**src/hw/rtl/lfbs_pkg.sv**
```systemverilog
`default_nettype none

package lfbs_pkg;

   // field widths
   localparam int unsigned STEP_W     = 13;
   localparam int unsigned INTERVAL_W = 8;
   localparam int unsigned UNIT_W     = 16;
   localparam int unsigned PEAK_W     = 8;
   localparam int unsigned FLASH_W    = 5;
   localparam int unsigned WAIT_W     = 4;
   localparam int unsigned LEVEL_W    = 8;
   localparam int unsigned PHASE_W    = 3;
   localparam int unsigned ELAPSED_W  = 20;
   localparam int unsigned BRIGHT_W   = 18;   // signed q9.8
   localparam int unsigned CSR_ADDR_W = 5;
   localparam int unsigned CSR_DATA_W = 32;

   // phase codes
   localparam logic [PHASE_W-1:0] PH_IDLE  = 3'd0;
   localparam logic [PHASE_W-1:0] PH_START = 3'd1;
   localparam logic [PHASE_W-1:0] PH_UP    = 3'd2;
   localparam logic [PHASE_W-1:0] PH_DOWN  = 3'd3;
   localparam logic [PHASE_W-1:0] PH_COUNT = 3'd4;
   localparam logic [PHASE_W-1:0] PH_PAUSE = 3'd5;

   // register indexes
   localparam logic [2:0] REG_STEP_SIZE     = 3'd0;
   localparam logic [2:0] REG_STEP_INTERVAL = 3'd1;
   localparam logic [2:0] REG_IDLE_UNIT     = 3'd2;
   localparam logic [2:0] REG_PAUSE_UNIT    = 3'd3;
   localparam logic [2:0] REG_PEAK_LEVEL    = 3'd4;

   // reset values
   localparam logic [STEP_W-1:0]     STEP_SIZE_RST     = 13'd1280;
   localparam logic [INTERVAL_W-1:0] STEP_INTERVAL_RST = 8'd10;
   localparam logic [UNIT_W-1:0]     IDLE_UNIT_RST     = 16'd300;
   localparam logic [UNIT_W-1:0]     PAUSE_UNIT_RST    = 16'd1000;
   localparam logic [PEAK_W-1:0]     PEAK_LEVEL_RST    = 8'd250;
   localparam logic [WAIT_W-1:0]     WAIT_MULT_RST     = 4'd5;
   localparam logic [ELAPSED_W-1:0]  ELAPSED_MAX       = 20'hFFFFF;

   typedef struct packed {
      logic [STEP_W-1:0]     step_size;
      logic [INTERVAL_W-1:0] step_interval_ms;
      logic [UNIT_W-1:0]     idle_unit_ms;
      logic [UNIT_W-1:0]     pause_unit_ms;
      logic [PEAK_W-1:0]     peak_level;
   } cfg_type;

   typedef struct packed {
      logic [LEVEL_W-1:0] pwm_level;
      logic               level_updated;
      logic [PHASE_W-1:0] phase;
   } rsp_data_type;

endpackage

`default_nettype wire

```
**src/hw/rtl/lfbs_req_if.sv**
```systemverilog
`default_nettype none

interface lfbs_req_if import lfbs_pkg::*; ();
   logic               valid;
   logic               ready;
   logic               ms_elapsed;
   logic [FLASH_W-1:0] rand_flashes;
   logic [WAIT_W-1:0]  rand_wait;

   modport source (output valid, output ms_elapsed, output rand_flashes,
                   output rand_wait, input ready);
   modport sink (input valid, input ms_elapsed, input rand_flashes,
                 input rand_wait, output ready);
endinterface

`default_nettype wire

```
**src/hw/rtl/lfbs_rsp_if.sv**
```systemverilog
`default_nettype none

interface lfbs_rsp_if import lfbs_pkg::*; ();
   logic               valid;
   logic               ready;
   logic [LEVEL_W-1:0] pwm_level;
   logic               level_updated;
   logic [PHASE_W-1:0] phase;

   modport source (output valid, output pwm_level, output level_updated,
                   output phase, input ready);
   modport sink (input valid, input pwm_level, input level_updated,
                 input phase, output ready);
endinterface

`default_nettype wire

```
**src/hw/rtl/led_flash_burst_sequencer.sv**
```systemverilog
`default_nettype none
// Channel   Dir  Handshake      Payload
// req_port  in   valid/ready    ms_elapsed, rand_flashes, rand_wait
// rsp_port  out  valid/ready    pwm_level, level_updated, phase
// csr       in   APB, pready=1  step_size, step_interval_ms, idle_unit_ms,
//                               pause_unit_ms, peak_level at 0x00..0x10
//
// One word in, one word out: the state update and the result
// are computed in the cycle a word is accepted and the result lands in the
// output register. A new word is taken every cycle while the output register
// is empty or being drained; a stalled result holds req_port.ready low.
// Synchronous reset restores registers, phase idle and wait multiplier five.

module led_flash_burst_sequencer import lfbs_pkg::*; (
   input  wire logic                  clock,
   input  wire logic                  reset,
   lfbs_req_if.sink                   req_port,
   lfbs_rsp_if.source                 rsp_port,
   input  wire logic                  csr_psel,
   input  wire logic                  csr_penable,
   input  wire logic                  csr_pwrite,
   input  wire logic [CSR_ADDR_W-1:0] csr_paddr,
   input  wire logic [CSR_DATA_W-1:0] csr_pwdata,
   output logic      [CSR_DATA_W-1:0] csr_prdata,
   output logic                       csr_pready
);

   cfg_type      cfg;
   rsp_data_type core_result;
   rsp_data_type rsp_data_ff;
   logic         rsp_valid_ff, rsp_valid_in;
   logic         accept;

   assign req_port.ready = !rsp_valid_ff || rsp_port.ready;
   assign accept         = req_port.valid && req_port.ready;

   lfbs_csr u_csr (
      .clock       (clock),
      .reset       (reset),
      .csr_psel    (csr_psel),
      .csr_penable (csr_penable),
      .csr_pwrite  (csr_pwrite),
      .csr_paddr   (csr_paddr),
      .csr_pwdata  (csr_pwdata),
      .csr_prdata  (csr_prdata),
      .csr_pready  (csr_pready),
      .cfg         (cfg)
   );

   lfbs_core u_core (
      .clock        (clock),
      .reset        (reset),
      .accept       (accept),
      .ms_elapsed   (req_port.ms_elapsed),
      .rand_flashes (req_port.rand_flashes),
      .rand_wait    (req_port.rand_wait),
      .cfg          (cfg),
      .result       (core_result)
   );

   assign rsp_valid_in = accept || (rsp_valid_ff && !rsp_port.ready);

   always_ff @(posedge clock) begin
      if (reset) begin
         rsp_valid_ff <= 1'b0;
      end else begin
         rsp_valid_ff <= rsp_valid_in;
      end
   end

   always_ff @(posedge clock) begin
      if (accept) begin
         rsp_data_ff <= core_result;
      end
   end

   assign rsp_port.valid         = rsp_valid_ff;
   assign rsp_port.pwm_level     = rsp_data_ff.pwm_level;
   assign rsp_port.level_updated = rsp_data_ff.level_updated;
   assign rsp_port.phase         = rsp_data_ff.phase;

endmodule

`default_nettype wire

```
**src/hw/rtl/lfbs_csr.sv**
```systemverilog
`default_nettype none

module lfbs_csr import lfbs_pkg::*; (
   input  wire logic                  clock,
   input  wire logic                  reset,
   input  wire logic                  csr_psel,
   input  wire logic                  csr_penable,
   input  wire logic                  csr_pwrite,
   input  wire logic [CSR_ADDR_W-1:0] csr_paddr,
   input  wire logic [CSR_DATA_W-1:0] csr_pwdata,
   output logic      [CSR_DATA_W-1:0] csr_prdata,
   output logic                       csr_pready,
   output cfg_type                    cfg
);

   cfg_type    cfg_ff;
   cfg_type    cfg_in;
   logic       wr_en;
   logic [2:0] reg_idx;

   assign csr_pready = 1'b1;
   assign reg_idx    = csr_paddr[4:2];
   assign wr_en      = csr_psel && csr_penable && csr_pwrite;

   always_comb begin
      cfg_in = cfg_ff;
      if (wr_en) begin
         unique case (reg_idx)
            REG_STEP_SIZE:     cfg_in.step_size        = csr_pwdata[STEP_W-1:0];
            REG_STEP_INTERVAL: cfg_in.step_interval_ms = csr_pwdata[INTERVAL_W-1:0];
            REG_IDLE_UNIT:     cfg_in.idle_unit_ms     = csr_pwdata[UNIT_W-1:0];
            REG_PAUSE_UNIT:    cfg_in.pause_unit_ms    = csr_pwdata[UNIT_W-1:0];
            REG_PEAK_LEVEL:    cfg_in.peak_level       = csr_pwdata[PEAK_W-1:0];
            default:           cfg_in = cfg_ff;
         endcase
      end
   end

   always_ff @(posedge clock) begin
      if (reset) begin
         cfg_ff.step_size        <= STEP_SIZE_RST;
         cfg_ff.step_interval_ms <= STEP_INTERVAL_RST;
         cfg_ff.idle_unit_ms     <= IDLE_UNIT_RST;
         cfg_ff.pause_unit_ms    <= PAUSE_UNIT_RST;
         cfg_ff.peak_level       <= PEAK_LEVEL_RST;
      end else begin
         cfg_ff <= cfg_in;
      end
   end

   always_comb begin
      unique case (reg_idx)
         REG_STEP_SIZE:     csr_prdata = {{(CSR_DATA_W-STEP_W){1'b0}}, cfg_ff.step_size};
         REG_STEP_INTERVAL: csr_prdata = {{(CSR_DATA_W-INTERVAL_W){1'b0}},
                                          cfg_ff.step_interval_ms};
         REG_IDLE_UNIT:     csr_prdata = {{(CSR_DATA_W-UNIT_W){1'b0}}, cfg_ff.idle_unit_ms};
         REG_PAUSE_UNIT:    csr_prdata = {{(CSR_DATA_W-UNIT_W){1'b0}}, cfg_ff.pause_unit_ms};
         REG_PEAK_LEVEL:    csr_prdata = {{(CSR_DATA_W-PEAK_W){1'b0}}, cfg_ff.peak_level};
         default:           csr_prdata = '0;
      endcase
   end

   assign cfg = cfg_ff;

endmodule

`default_nettype wire

```
**src/hw/rtl/lfbs_core.sv**
```systemverilog
`default_nettype none

module lfbs_core import lfbs_pkg::*; (
   input  wire logic               clock,
   input  wire logic               reset,
   input  wire logic               accept,
   input  wire logic               ms_elapsed,
   input  wire logic [FLASH_W-1:0] rand_flashes,
   input  wire logic [WAIT_W-1:0]  rand_wait,
   input  wire cfg_type            cfg,
   output rsp_data_type            result
);

   logic [PHASE_W-1:0]          phase_ff, phase_in;
   logic [ELAPSED_W-1:0]        elapsed_ff, elapsed_in, elapsed_tick;
   logic signed [BRIGHT_W-1:0]  bright_ff, bright_in;
   logic [FLASH_W-1:0]          flashes_ff, flashes_in;
   logic [WAIT_W-1:0]           wait_ff, wait_in;
   logic                        updated;
   logic                        step_due;
   logic signed [BRIGHT_W-1:0]  step_s, peak_s, bright_up, bright_dn;
   logic [ELAPSED_W-1:0]        idle_limit, pause_limit;
   logic [LEVEL_W-1:0]          level;

   // tick is counted before the phase is evaluated
   assign elapsed_tick = (ms_elapsed && (elapsed_ff != ELAPSED_MAX))
                         ? elapsed_ff + 1'b1 : elapsed_ff;
   assign step_due  = elapsed_tick >= {{(ELAPSED_W-INTERVAL_W){1'b0}}, cfg.step_interval_ms};
   assign step_s    = $signed({{(BRIGHT_W-STEP_W){1'b0}}, cfg.step_size});
   assign peak_s    = $signed({{(BRIGHT_W-PEAK_W-8){1'b0}}, cfg.peak_level, 8'h00});
   assign bright_up = bright_ff + step_s;
   assign bright_dn = bright_ff - step_s;
   assign idle_limit  = {{(ELAPSED_W-WAIT_W){1'b0}}, wait_ff}
                        * {{(ELAPSED_W-UNIT_W){1'b0}}, cfg.idle_unit_ms};
   assign pause_limit = {{(ELAPSED_W-WAIT_W){1'b0}}, wait_ff}
                        * {{(ELAPSED_W-UNIT_W){1'b0}}, cfg.pause_unit_ms};

   always_comb begin
      phase_in   = phase_ff;
      elapsed_in = elapsed_tick;
      bright_in  = bright_ff;
      flashes_in = flashes_ff;
      wait_in    = wait_ff;
      updated    = 1'b0;
      unique case (phase_ff)
         PH_START: begin
            elapsed_in = '0;
            flashes_in = rand_flashes;
            wait_in    = rand_wait;
            bright_in  = '0;
            phase_in   = PH_UP;
         end
         PH_UP: begin
            if (step_due) begin
               bright_in  = bright_up;
               if (bright_up >= peak_s) phase_in = PH_DOWN;
               updated    = 1'b1;
               elapsed_in = '0;
            end
         end
         PH_DOWN: begin
            if (step_due) begin
               bright_in  = bright_dn;
               if (bright_dn <= 0) phase_in = PH_COUNT;
               updated    = 1'b1;
               elapsed_in = '0;
            end
         end
         PH_COUNT: begin
            if (flashes_ff <= 1) begin
               flashes_in = '0;
               phase_in   = PH_PAUSE;
            end else begin
               flashes_in = flashes_ff - 1'b1;
               phase_in   = PH_UP;
            end
         end
         PH_PAUSE: begin
            if (elapsed_tick >= pause_limit) phase_in = PH_START;
         end
         default: begin
            // idle, and the unreachable codes fall back to idle
            phase_in = (elapsed_tick >= idle_limit) ? PH_START : PH_IDLE;
         end
      endcase
   end

   always_ff @(posedge clock) begin
      if (reset) begin
         phase_ff   <= PH_IDLE;
         elapsed_ff <= '0;
         bright_ff  <= '0;
         flashes_ff <= '0;
         wait_ff    <= WAIT_MULT_RST;
      end else if (accept) begin
         phase_ff   <= phase_in;
         elapsed_ff <= elapsed_in;
         bright_ff  <= bright_in;
         flashes_ff <= flashes_in;
         wait_ff    <= wait_in;
      end
   end

   // integer part clamped to 0..255
   always_comb begin
      priority if (bright_in[BRIGHT_W-1]) level = '0;
      else if (bright_in[BRIGHT_W-2])     level = '1;
      else                                level = bright_in[15:8];
   end
   assign result.pwm_level     = level;
   assign result.level_updated = updated;
   assign result.phase         = phase_in;

endmodule

`default_nettype wire
```
**src/flat_wrapper.sv**
```systemverilog
// flat-port wrapper written by rule: the top's interface ports become plain ports
module led_flash_burst_sequencer_flat import lfbs_pkg::*;
  (clock, reset, csr_psel, csr_penable, csr_pwrite, csr_paddr, csr_pwdata, csr_prdata, csr_pready, req_port_valid, req_port_ms_elapsed, req_port_rand_flashes, req_port_rand_wait, req_port_ready, rsp_port_valid, rsp_port_pwm_level, rsp_port_level_updated, rsp_port_phase, rsp_port_ready);
  lfbs_req_if req_port_i ();
  lfbs_rsp_if rsp_port_i ();
  input  wire logic clock;
  input  wire logic reset;
  input  wire logic csr_psel;
  input  wire logic csr_penable;
  input  wire logic csr_pwrite;
  input  wire logic [CSR_ADDR_W-1:0] csr_paddr;
  input  wire logic [CSR_DATA_W-1:0] csr_pwdata;
  output logic      [CSR_DATA_W-1:0] csr_prdata;
  output logic csr_pready;
  input wire logic [$bits(req_port_i.valid)-1:0] req_port_valid;
  input wire logic [$bits(req_port_i.ms_elapsed)-1:0] req_port_ms_elapsed;
  input wire logic [$bits(req_port_i.rand_flashes)-1:0] req_port_rand_flashes;
  input wire logic [$bits(req_port_i.rand_wait)-1:0] req_port_rand_wait;
  output wire logic [$bits(req_port_i.ready)-1:0] req_port_ready;
  output wire logic [$bits(rsp_port_i.valid)-1:0] rsp_port_valid;
  output wire logic [$bits(rsp_port_i.pwm_level)-1:0] rsp_port_pwm_level;
  output wire logic [$bits(rsp_port_i.level_updated)-1:0] rsp_port_level_updated;
  output wire logic [$bits(rsp_port_i.phase)-1:0] rsp_port_phase;
  input wire logic [$bits(rsp_port_i.ready)-1:0] rsp_port_ready;
  assign req_port_i.valid = req_port_valid;
  assign req_port_i.ms_elapsed = req_port_ms_elapsed;
  assign req_port_i.rand_flashes = req_port_rand_flashes;
  assign req_port_i.rand_wait = req_port_rand_wait;
  assign req_port_ready = req_port_i.ready;
  assign rsp_port_valid = rsp_port_i.valid;
  assign rsp_port_pwm_level = rsp_port_i.pwm_level;
  assign rsp_port_level_updated = rsp_port_i.level_updated;
  assign rsp_port_phase = rsp_port_i.phase;
  assign rsp_port_i.ready = rsp_port_ready;
  led_flash_burst_sequencer u_core (.clock(clock), .reset(reset), .req_port(req_port_i), .rsp_port(rsp_port_i), .csr_psel(csr_psel), .csr_penable(csr_penable), .csr_pwrite(csr_pwrite), .csr_paddr(csr_paddr), .csr_pwdata(csr_pwdata), .csr_prdata(csr_prdata), .csr_pready(csr_pready));
endmodule
```
**config.mk**
```make
export PLATFORM = sky130hd
export DESIGN_NAME = led_flash_burst_sequencer_flat
export DESIGN_NICKNAME = d
export VERILOG_FILES = /design/src/hw/rtl/lfbs_pkg.sv /design/src/hw/rtl/lfbs_req_if.sv /design/src/hw/rtl/lfbs_rsp_if.sv /design/src/hw/rtl/led_flash_burst_sequencer.sv /design/src/hw/rtl/lfbs_csr.sv /design/src/hw/rtl/lfbs_core.sv /design/src/flat_wrapper.sv
export SDC_FILE = /design/constraint.sdc
export NUM_CORES = 1
export LEC_CHECK = 0
export BUFFER_PORTS_ARGS = -buffer_cell sky130_fd_sc_hd__buf_2
export CAP_MARGIN = 30
export CORE_MARGIN = 1
export CORE_UTILIZATION = 29
export DETAILED_ROUTE_END_ITERATION = 10
export PLACE_DENSITY = 0.46
export SYNTH_ARGS = -nofsm -noshare
export SYNTH_HDL_FRONTEND = slang
export SYNTH_SLANG_ARGS = --single-unit
```
**constraint.sdc**
```tcl
create_clock -name clock -period 7.82 [get_ports clock]
set_clock_uncertainty 0.15 [all_clocks]
set_input_delay 0.391 -clock clock [delete_from_list [all_inputs] [get_ports clock]]
set_output_delay 0.391 -clock clock [all_outputs]
set_load 0.05 [all_outputs]
```
==> impl_metrics.csv, run 1 <==
group,metric,value,unit
timing,grt_setup_unrepaired,"no",
synthesis,ys_warn_count,0,
route,ant_nets,0,
route,drtIter0Drc,519,
worst_setup_path,critical_path_depth,25,
timing,max_freq,158,MHz
global_route,antenna_found_initial,0,
synthesis,ys_top_cells_by_area,"dfxtp_1 17%, ha_1 13%, fa_1 9.0%",
pwr,intPower,1.21,mW
placement,numPortBuffers,65,
global_route,grtUsageTotal,0.178,
cts,numClockSinks,124,
timing,setup_ws,1.48,ns
pwr,power_switching,0.622,mW
synthesis,synth_flop_cell,"dfxtp_1",
finish,design_area,0.0142,mm2
route,via_count,11300,
global_route,grt_pass1_vias,11100,
timing,slew_headroom,0.293,
placement,dp_hpwl,30400,um
pwr,switching_share,0.340,
cts,hold_buffers,0,
cts,cts_buffers,17,
synthesis,syn_inst,1666,
cts,clockBufferDepth,2,
route,wl,39100,um
worst_setup_path,cpMaxStageDelayCell,"fa_1",
floorplanning,rows,76,
finish,drive_gt1_frac,0.0811,
worst_hold_path,hold_path.class,"primary input to flop",
worst_hold_path,whs_path_depth,3,
synthesis,synthDominantCellAreaShare,0.174,
worst_setup_path,critPathLaunchType,"flop",
worst_setup_path,cpPeakStageDelay,0.54,ns
pwr,total_power,1.83,mW
timing,fin_crit,6.34,ns
floorplanning,ioPinCount,101,
cts,clk_pin_slew,0.07,ns
worst_setup_path,cp_data_arrival_time,6.38,ns
cts,post_cts_buffers,0,
worst_setup_path,cp_top_family,"compound AO/OA/AOI/OAI gates",
cts,htreeDepth,4,
route,dr.pass1.iters,5,
worst_setup_path,cp.required,7.86,ns
pwr,power.sequential.fraction,0.367,
placement,place_congestion,0.860,
timing,hold_viol_final,0,
finish,final_nets,1923,
floorplanning,die_y,213,um
synthesis,synth_top_area_cell,"dfxtp_1",
pwr,peakVddDrop,152,uV
global_route,grt-ovfl-total,0,
cts,cts_root_buf,"clkbuf_16",
timing,period_share,0.810,
worst_setup_path,path_common_cell,"a21oi_1",
timing,slew_viol_final,0,
timing,finalSetupViolCount,0,
placement,dp_slack,1.47,ns
synthesis,avgSynthCellArea,7.73,um2
status,status,"finished, final reports clean",
timing,fin_setup_tns,0,ns
finish,area_growth,10.2,%
worst_setup_path,path_max_fanout,32,
pwr,combPwrFrac,0.200,
worst_setup_path,worstSetupPathType,"flop to flop",
finish,final_cell_mix,"223 x nand2_1, 150 x inv_1, 135 x a21oi_1",
global_route,grt_pass1_wl,62000,um
synthesis,yosys_register_bits,124,
synthesis,synthArstFlopShare,0,
placement,placed_area,0.0136,mm2
worst_setup_path,cp_num_buf_inv,2,
synthesis,yosysUniqueCellTypes,74,
synthesis,synth_edf_count,12,
route,drc_errors,0,
floorplanning,dieArea,0.0453,mm2
job,cap_violations,0,
cts,clk_latency,0.46,ns
synthesis,synth.yosys.seq_area_share,0.202,
synthesis,syn-cell-area,0.0129,mm2
cts,cts_resized,0,
floorplanning,die_x,213,um
floorplanning,initial_utilization,0.296,
cts,cts_tree,"built",
finish,n_antenna_cell,0,
timing,worst_pin_slew,1.06,ns
pwr,p_leak,6.30,nW
worst_setup_path,end_kind,"flop",
global_route,grt_max_degree,79,
worst_setup_path,reg2reg_depth,25,
finish,final_common_cell,"nand2_1",
route,wl_per_cell,17.2,um
floorplanning,core_area,0.0435,mm2
pwr,pwr-share-clk,0.433,
pwr,p_per_area,129,mW/mm2
route,viasPerCell,4.97,
finish,fin_util,0.327,
per-layer routing:
layer,up-vias,GRT usage,wire length [um]
li1,5701,-,-
met1,5377,0.239,19200
met2,176,0.287,17900
met3,45,0.0256,1090
met4,0,0.0682,1030
met5,-,0,0
through the flow:
| stage | hold slack (ns) | cells |
|---|---|---|
| after floorplan | 0.302 | 1681 |
| after global placement | 0.299 | 2243 |
| after detailed placement | 0.309 | 2243 |
| after CTS | 0.0104 | 2275 |
| after global routing | 0.0300 | 2275 |
| final | 0.0305 | 2275 |
flip-flops by register name (all words and copies together) (netlist names):
register,flops
u_core.u_core.wait_ff,4
u_core.u_csr.cfg,61
u_core.rsp_port.level_updated,1
u_core.u_core.flashes_ff,5
u_core.u_core.phase_ff,3
u_core.rsp_port.phase,3
u_core.u_core.elapsed_ff,20
u_core.u_core.bright_ff,18
u_core.rsp_port.pwm_level,8
u_core.rsp_port.valid,1
logic make-up after synthesis:
group,synth area share
DFF,0.202
and+or+nand+nor,0.229
muxes,0.0327
other,0.000583
adders and majority gates,0.220
xor gates and xnor gates,0.0578
AOI/OAI and AO/OA,0.177
buffers and inverters,0.0802
layout make-up:
type,count,area [um2]
clock buffer,19,464
inverter,151,567
timing repair buffer,78,425
multi-input combinational,1305,9310
fill,4696,29300
tap,585,732
sequential,124,2600
clock inverter,13,104
power by group through the flow:
stage / sequential, mW / clock [mW] / combinational, mW
after CTS: 0.673 / 0.810 / 0.370
after global routing: 0.675 / 0.832 / 0.405
after floorplan: 0.699 / 0 / 0.258
after detailed placement: 0.688 / 0 / 0.368
after global placement: 0.687 / 0 / 0.366
final: 0.673 / 0.793 / 0.367
Yosys cell counts (32+ instances only):
library cell / number
dfxtp_1: 112
and2_1: 66
a21oi_1: 135
xor2_1: 41
inv_1: 150
xnor2_1: 44
nand3_1: 40
nor3_1: 33
clkbuf_1: 69
fa_1: 58
ha_1: 134
mux2i_1: 32
nand2_1: 223
o21ai_0: 46
nor2_1: 130
worst register-to-register path, delay by kind of cell (launching register included):
family / cells / cell delay [ns]
compound gates: 15 / 2.77
fa+ha+maj: 4 / 1.71
simple gates: 3 / 0.47
buf+inv: 2 / 0.40
flops: 1 / 0.34
xor+xnor: 1 / 0.23
path summary, 6_finish.rpt:
path                                   end  slack [ns]                startpoint
setup reg to reg  u_core.rsp_port.phase[2]        1.48  u_core.u_core.wait_ff[3]
setup / recovery  u_core.rsp_port.phase[2]        1.48  u_core.u_core.wait_ff[3]
hold reg to reg   u_core.u_core.wait_ff[3]        0.33  u_core.u_core.wait_ff[3]
hold / removal        u_core.u_csr.cfg[37]        0.03            csr_pwdata[13]
(Power assumes the default switching activity.)
==> inputs of run 2 (changes only) <==
Clock period 7.82 ns to 6.6 ns, I/O delays scaled along.
==> impl_metrics.csv, run 2 (synthesized netlist as in run 1, its figures left out) <==
group,metric,value,unit
worst_setup_path,end_kind,"flop",
cts,numClockSinks,124,
global_route,grt_max_degree,86,
timing,slew_headroom,0.374,
floorplanning,ioPinCount,101,
timing,fin_crit,6.13,ns
pwr,peakVddDrop,191,uV
timing,grt_setup_unrepaired,"no",
timing,max_freq,163,MHz
floorplanning,initial_utilization,0.296,
floorplanning,die_y,213,um
global_route,grt-ovfl-total,0,
finish,final_common_cell,"nand2_1",
timing,worst_pin_slew,0.939,ns
cts,clockBufferDepth,2,
route,ant_nets,0,
global_route,grt_pass1_vias,11000,
route,viasPerCell,4.98,
worst_hold_path,hold_path.class,"primary input to flop",
cts,cts_root_buf,"clkbuf_16",
cts,cts_tree,"built",
timing,hold_viol_final,0,
placement,placed_area,0.0137,mm2
pwr,p_leak,6.38,nW
floorplanning,dieArea,0.0453,mm2
timing,setup_ws,0.469,ns
placement,numPortBuffers,65,
worst_setup_path,critPathLaunchType,"flop",
finish,design_area,0.0144,mm2
finish,largest_reg_flops,61,
timing,finalSetupViolCount,0,
pwr,p_per_area,152,mW/mm2
status,status,"finished, final reports clean",
cts,clk_pin_slew,0.07,ns
worst_hold_path,whs_path_depth,3,
cts,clk_latency,0.48,ns
route,dr.pass1.iters,5,
route,drc_errors,0,
worst_setup_path,path_max_fanout,22,
finish,area_growth,11.5,%
timing,period_share,0.929,
worst_setup_path,r2r_start,"u_core.u_core.wait_ff[1]",
cts,post_cts_buffers,0,
placement,dp_hpwl,30800,um
worst_setup_path,reg2reg_depth,24,
route,via_count,11400,
worst_setup_path,rr_endpoint,"u_core.rsp_port.phase[0]",
finish,final_nets,1939,
worst_setup_path,worstSetupPathType,"flop to flop",
worst_setup_path,cp.required,6.64,ns
route,drtIter0Drc,568,
global_route,grtUsageTotal,0.179,
job,cap_violations,0,
worst_hold_path,hold_path_end,"u_core.u_csr.cfg[54]",
finish,final_cell_mix,"223 x nand2_1, 150 x inv_1, 135 x a21oi_1",
placement,dp_slack,0.434,ns
finish,drive_gt1_frac,0.0826,
timing,fin_setup_tns,0,ns
floorplanning,core_area,0.0435,mm2
global_route,grt_pass1_wl,62200,um
cts,htreeDepth,4,
worst_setup_path,ff2ff_setup_slack,0.47,ns
worst_setup_path,cp_data_arrival_time,6.17,ns
placement,place_congestion,0.870,
route,wl,39500,um
timing,slew_viol_final,0,
route,wl_per_cell,17.2,um
finish,fin_util,0.330,
floorplanning,die_x,213,um
cts,cts_buffers,17,
worst_hold_path,hold_path_startpoint,"csr_pwdata[6]",
floorplanning,rows,76,
global_route,antenna_found_initial,0,
finish,n_antenna_cell,0,
worst_setup_path,worstSetupStartpoint,"u_core.u_core.wait_ff[1]",
-- run 2: cell types whose count changed in the layout (fill, tap and decap cells not counted), sizes merged --
cell / previous run / this run
buf: 78 / 82
clkbuf: 19 / 17
clkinv: 5 / 6
clkinvlp: 3 / 1
dlygate4sd3: 0 / 12
inv: 156 / 159
-- run 2: area by class of cell --
class                           instances  area (um2)
Clock buffer                           17         425
Inverter                              151         567
Tap cell                              585         732
Multi-Input combinational cell       1305        9310
Clock inverter                         15         131
Fill cell                            4663       29100
Timing Repair Buffer                   94         596
Sequential cell                       124        2600
-- run 2: worst max-delay path: stages (launching register included) --
cell and delay, ns:
dfxtp_1 0.37, buf_4 0.28, nand2_1 0.11, fa_1 0.47, fa_1 0.60, inv_1 0.06, ha_1 0.28, a21o_1 0.18
a21oi_1 0.22, o22ai_1 0.15, nor4_1 0.31, nor4_1 0.17, o31a_1 0.35, a41oi_1 0.28, a21oi_1 0.10, nor2_1 0.12
xor2_1 0.20, ha_1 0.27, nand4_1 0.12, nor2_1 0.08, a211oi_1 0.22, o221ai_1 0.14, a311oi_1 0.40, buf_4 0.20
nor2_1 0.04
-- run 2: routing by layer --
metal	vias up	GRT usage	part of all wire
li1	5733	-	-
met5	-	0	0
met3	36	0.0244	0.032
met1	5439	0.243	0.48
met4	0	0.0583	0.022
met2	206	0.291	0.46
-- run 2: worst max path at each step --
| stage | end | depth (start not counted) |
|---|---|---|
| after floorplan | u_core.rsp_port.phase[0] | 23 |
| after CTS | u_core.rsp_port.phase[0] | 24 |
| after detailed placement | u_core.rsp_port.phase[0] | 24 |
| after global placement | u_core.rsp_port.phase[0] | 24 |
| final | u_core.rsp_port.phase[0] | 24 |
| after global routing | u_core.rsp_port.phase[0] | 24 |
-- run 2: repair_timing --
| action | CTS | global route |
|---|---|---|
| hold endpoints to repair | 28 | 0 |
| hold buffers | 12 | 0 |
| gates resized for setup | 0 | 0 |
-- run 2: metrics by stage --
step           cells  power (mW)  hold slack [ns]
2_1_floorplan   1681        1.13            0.298
3_3_place_gp    2245        1.25            0.315
3_5_place_dp    2246        1.25            0.323
4_1_cts         2290        2.21          0.00374
5_1_grt         2291        2.28           0.0269
6_report        2291        2.18           0.0245
-- run 2: power breakdown --
group	total, mW	internal, mW	switching (mW)
Combinational	0.446	0.145	0.300
Clock	0.940	0.494	0.446
Sequential	0.797	0.778	0.0192
Total	2.18	1.42	0.766
==> inputs of run 3 (changes only) <==
--- a/config.mk
+++ b/config.mk
@@ -6,4 +6,5 @@
 export NUM_CORES = 1
 export LEC_CHECK = 0
+export ABC_AREA = 1
 export BUFFER_PORTS_ARGS = -buffer_cell sky130_fd_sc_hd__buf_2
 export CAP_MARGIN = 30
==> constraint.sdc (replaced) <==
create_clock -name clock -period 6.6 [get_ports clock]
set_clock_uncertainty 0.15 [all_clocks]
set_input_delay 1.32 -clock clock [delete_from_list [all_inputs] [get_ports clock]]
set_output_delay 1.32 -clock clock [all_outputs]
set_load 0.05 [all_outputs]
==> impl_metrics.csv, run 3 <==
group,metric,value,unit
cts,clk_latency,0.45,ns
worst_setup_path,worstSetupPathType,"flop to flop",
timing,worst_pin_slew,0.841,ns
placement,dp_slack,1.00,ns
global_route,grt_pass1_vias,12700,
timing,hold_viol_final,0,
worst_setup_path,cp_top_family,"adder cells",
synthesis,syn-cell-area,0.0134,mm2
global_route,grt-ovfl-total,0,
finish,area_growth,10.7,%
worst_setup_path,crit_path_cell_trace,"nand2_1, fa_1, inv_1, fa_1, ha_1, nand2_1, o21ai_0, nand2_1, o211ai_1, nand3_1, nand2_1, inv_1, o21ai_0, nand3_1, nand2_1, nand3_1, nand2_1, xor2_1, ha_1, a21o_1, a221oi_1, nand3_1, nand2_1, inv_1",
route,viasPerCell,4.79,
floorplanning,core_area,0.0456,mm2
synthesis,synthDominantCellAreaShare,0.167,
route,drtIter0Drc,710,
route,wl_per_cell,16.4,um
worst_setup_path,path_common_cell,"nand2_1",
worst_setup_path,critPathLaunchType,"flop",
placement,dp_hpwl,36100,um
route,ant_nets,0,
cts,post_cts_buffers,0,
cts,clk_pin_slew,0.06,ns
global_route,grtUsageTotal,0.193,
floorplanning,die_x,217,um
worst_setup_path,cpMaxStageDelayCell,"dfxtp_1",
synthesis,ys_warn_count,0,
timing,fin_crit,5.66,ns
finish,largest_reg_flops,61,
finish,fillers,5030,
synthesis,yosysUniqueCellTypes,53,
status,status,"finished, final reports clean",
placement,placed_area,0.0143,mm2
cts,cts_resized,0,
finish,design_area,0.0149,mm2
synthesis,synthTopCellsByCount,"541 x nand2_1, 344 x inv_1, 194 x nor2_1, 141 x a21oi_1, 134 x ha_1",
synthesis,synth.yosys.seq_area_share,0.194,
worst_hold_path,hold_path.class,"flop to flop",
route,wl_met2,19400,um
pwr,p_per_area,189,mW/mm2
worst_setup_path,cpPeakStageDelay,0.87,ns
synthesis,yosys_register_bits,124,
timing,slew_viol_final,0,
finish,n_antenna_cell,0,
route,dr.pass1.iters,5,
pwr,p_leak,7.76,nW
placement,place_congestion,0.885,
finish,final_common_cell,"nand2_1",
finish,drive_gt1_frac,0.0674,
synthesis,synth_flop_cell,"dfxtp_1",
worst_setup_path,path_max_fanout,20,
route,wl,44400,um
route,via_count,13000,
worst_setup_path,cp.required,6.65,ns
timing,period_share,0.858,
floorplanning,rows,78,
route,drc_errors,0,
route,wl_met3,1680,um
finish,final_nets,2340,
timing,finalSetupViolCount,0,
cts,clockBufferDepth,2,
worst_setup_path,end_kind,"flop",
timing,slew_headroom,0.439,
cts,htreeDepth,4,
timing,fin_setup_tns,0,ns
floorplanning,ioPinCount,101,
worst_setup_path,cp_data_arrival_time,5.71,ns
global_route,grt_pass1_wl,70500,um
synthesis,synth_top_area_cell,"dfxtp_1",
synthesis,ys_top_cells_by_area,"dfxtp_1 17%, nand2_1 15%, ha_1 12%",
finish,final_cell_mix,"541 x nand2_1, 343 x inv_1, 194 x nor2_1",
global_route,grt_max_degree,64,
route,wl_met1,22100,um
pwr,peakVddDrop,174,uV
synthesis,synth_most_common_cell,"nand2_1",
synthesis,syn_inst,2061,
synthesis,avgSynthCellArea,6.52,um2
global_route,antenna_found_initial,0,
cts,cts_root_buf,"clkbuf_16",
route,top_layer_used,"met4",
timing,setup_ws,0.939,ns
synthesis,synth_edf_count,12,
timing,grt_setup_unrepaired,"no",
cts,numClockSinks,124,
cts,cts_tree,"built",
job,cap_violations,0,
cts,hold_buffers,0,
synthesis,synthArstFlopShare,0,
floorplanning,initial_utilization,0.295,
placement,numPortBuffers,65,
timing,max_freq,177,MHz
floorplanning,die_y,217,um
worst_setup_path,cp_num_buf_inv,3,
cts,cts_buffers,17,
floorplanning,dieArea,0.0472,mm2
run 3: changes by cell type after synthesis, sizes merged, moves of 20 or more:
cell and change:
nand2b -20, nor2 +70, a21o -26, inv +198
o21ai +77, nand2 +326, nand3 +75, xnor2 -24
and2 -65, mux2i -32
run 3: final cells by class:
class | count | area (um2) | area share
repair buffers | 79 | 430 | 0.0289
clock inverters | 14 | 181 | 0.0122
well taps | 600 | 751 | 0.0504
inverters | 350 | 1320 | 0.0884
clock buffers | 18 | 439 | 0.0295
flip-flops and latches | 124 | 2600 | 0.175
multi-input cells | 1522 | 9170 | 0.616
run 3: metrics by stage:
stage	total power, mW	util	hold WS [ns]	cells
floorplan	1.55	-	0.300	2076
global placement	1.81	0.313	0.328	2675
detailed placement	1.81	0.313	0.336	2675
CTS	2.84	0.327	0.345	2707
global route	2.99	0.327	0.372	2707
finish	2.81	0.327	0.340	2707
run 3: final timing paths:
kind | slack (ns) | cells past startpoint | startpoint | end
worst max-delay path | 0.94 | 24 | u_core.u_core.wait_ff[1] | u_core.rsp_port.phase[0]
worst min-delay path | 0.34 | 2 | u_core.u_core.elapsed_ff[19] | u_core.u_core.elapsed_ff[19]
worst max register to register | 0.94 | 24 | u_core.u_core.wait_ff[1] | u_core.rsp_port.phase[0]
worst min register to register | 0.34 | 2 | u_core.u_core.elapsed_ff[19] | u_core.u_core.elapsed_ff[19]
run 3: per-layer routing:
metal  global-route usage  vias up
li1                     -     6568
met1                0.270     6069
met2                0.300      285
met3               0.0240       58
met4               0.0725        0
met5                    0        -
run 3: worst register-to-register path, cell delays in order (launching register included):
cell      delay [ns]
dfxtp_1         0.87
nand2_1         0.15
fa_1            0.52
inv_1           0.05
fa_1            0.48
ha_1            0.37
nand2_1         0.08
o21ai_0         0.28
nand2_1         0.09
o211ai_1        0.14
nand3_1         0.10
nand2_1         0.11
inv_1           0.05
o21ai_0         0.31
nand3_1         0.12
nand2_1         0.12
nand3_1         0.07
nand2_1         0.08
xor2_1          0.29
ha_1            0.31
a21o_1          0.16
a221oi_1        0.26
nand3_1         0.11
nand2_1         0.10
inv_1           0.04
run 3: logic make-up after synthesis:
logic type / share of synthesized area
other: 0.000559
buffers and inverters: 0.129
flip-flops: 0.194
AND/OR/NAND/NOR: 0.281
AO/OA/AOI/OAI: 0.142
adder cells (fa/ha/maj): 0.211
XOR/XNOR: 0.0423
run 3: report_power, final:
group,leakage [nW],switching (mW),internal (mW)
combinational,6.44,0.652,0.304
clock,0.298,0.403,0.610
sequential,1.03,0.0415,0.799
total,7.76,1.10,1.71
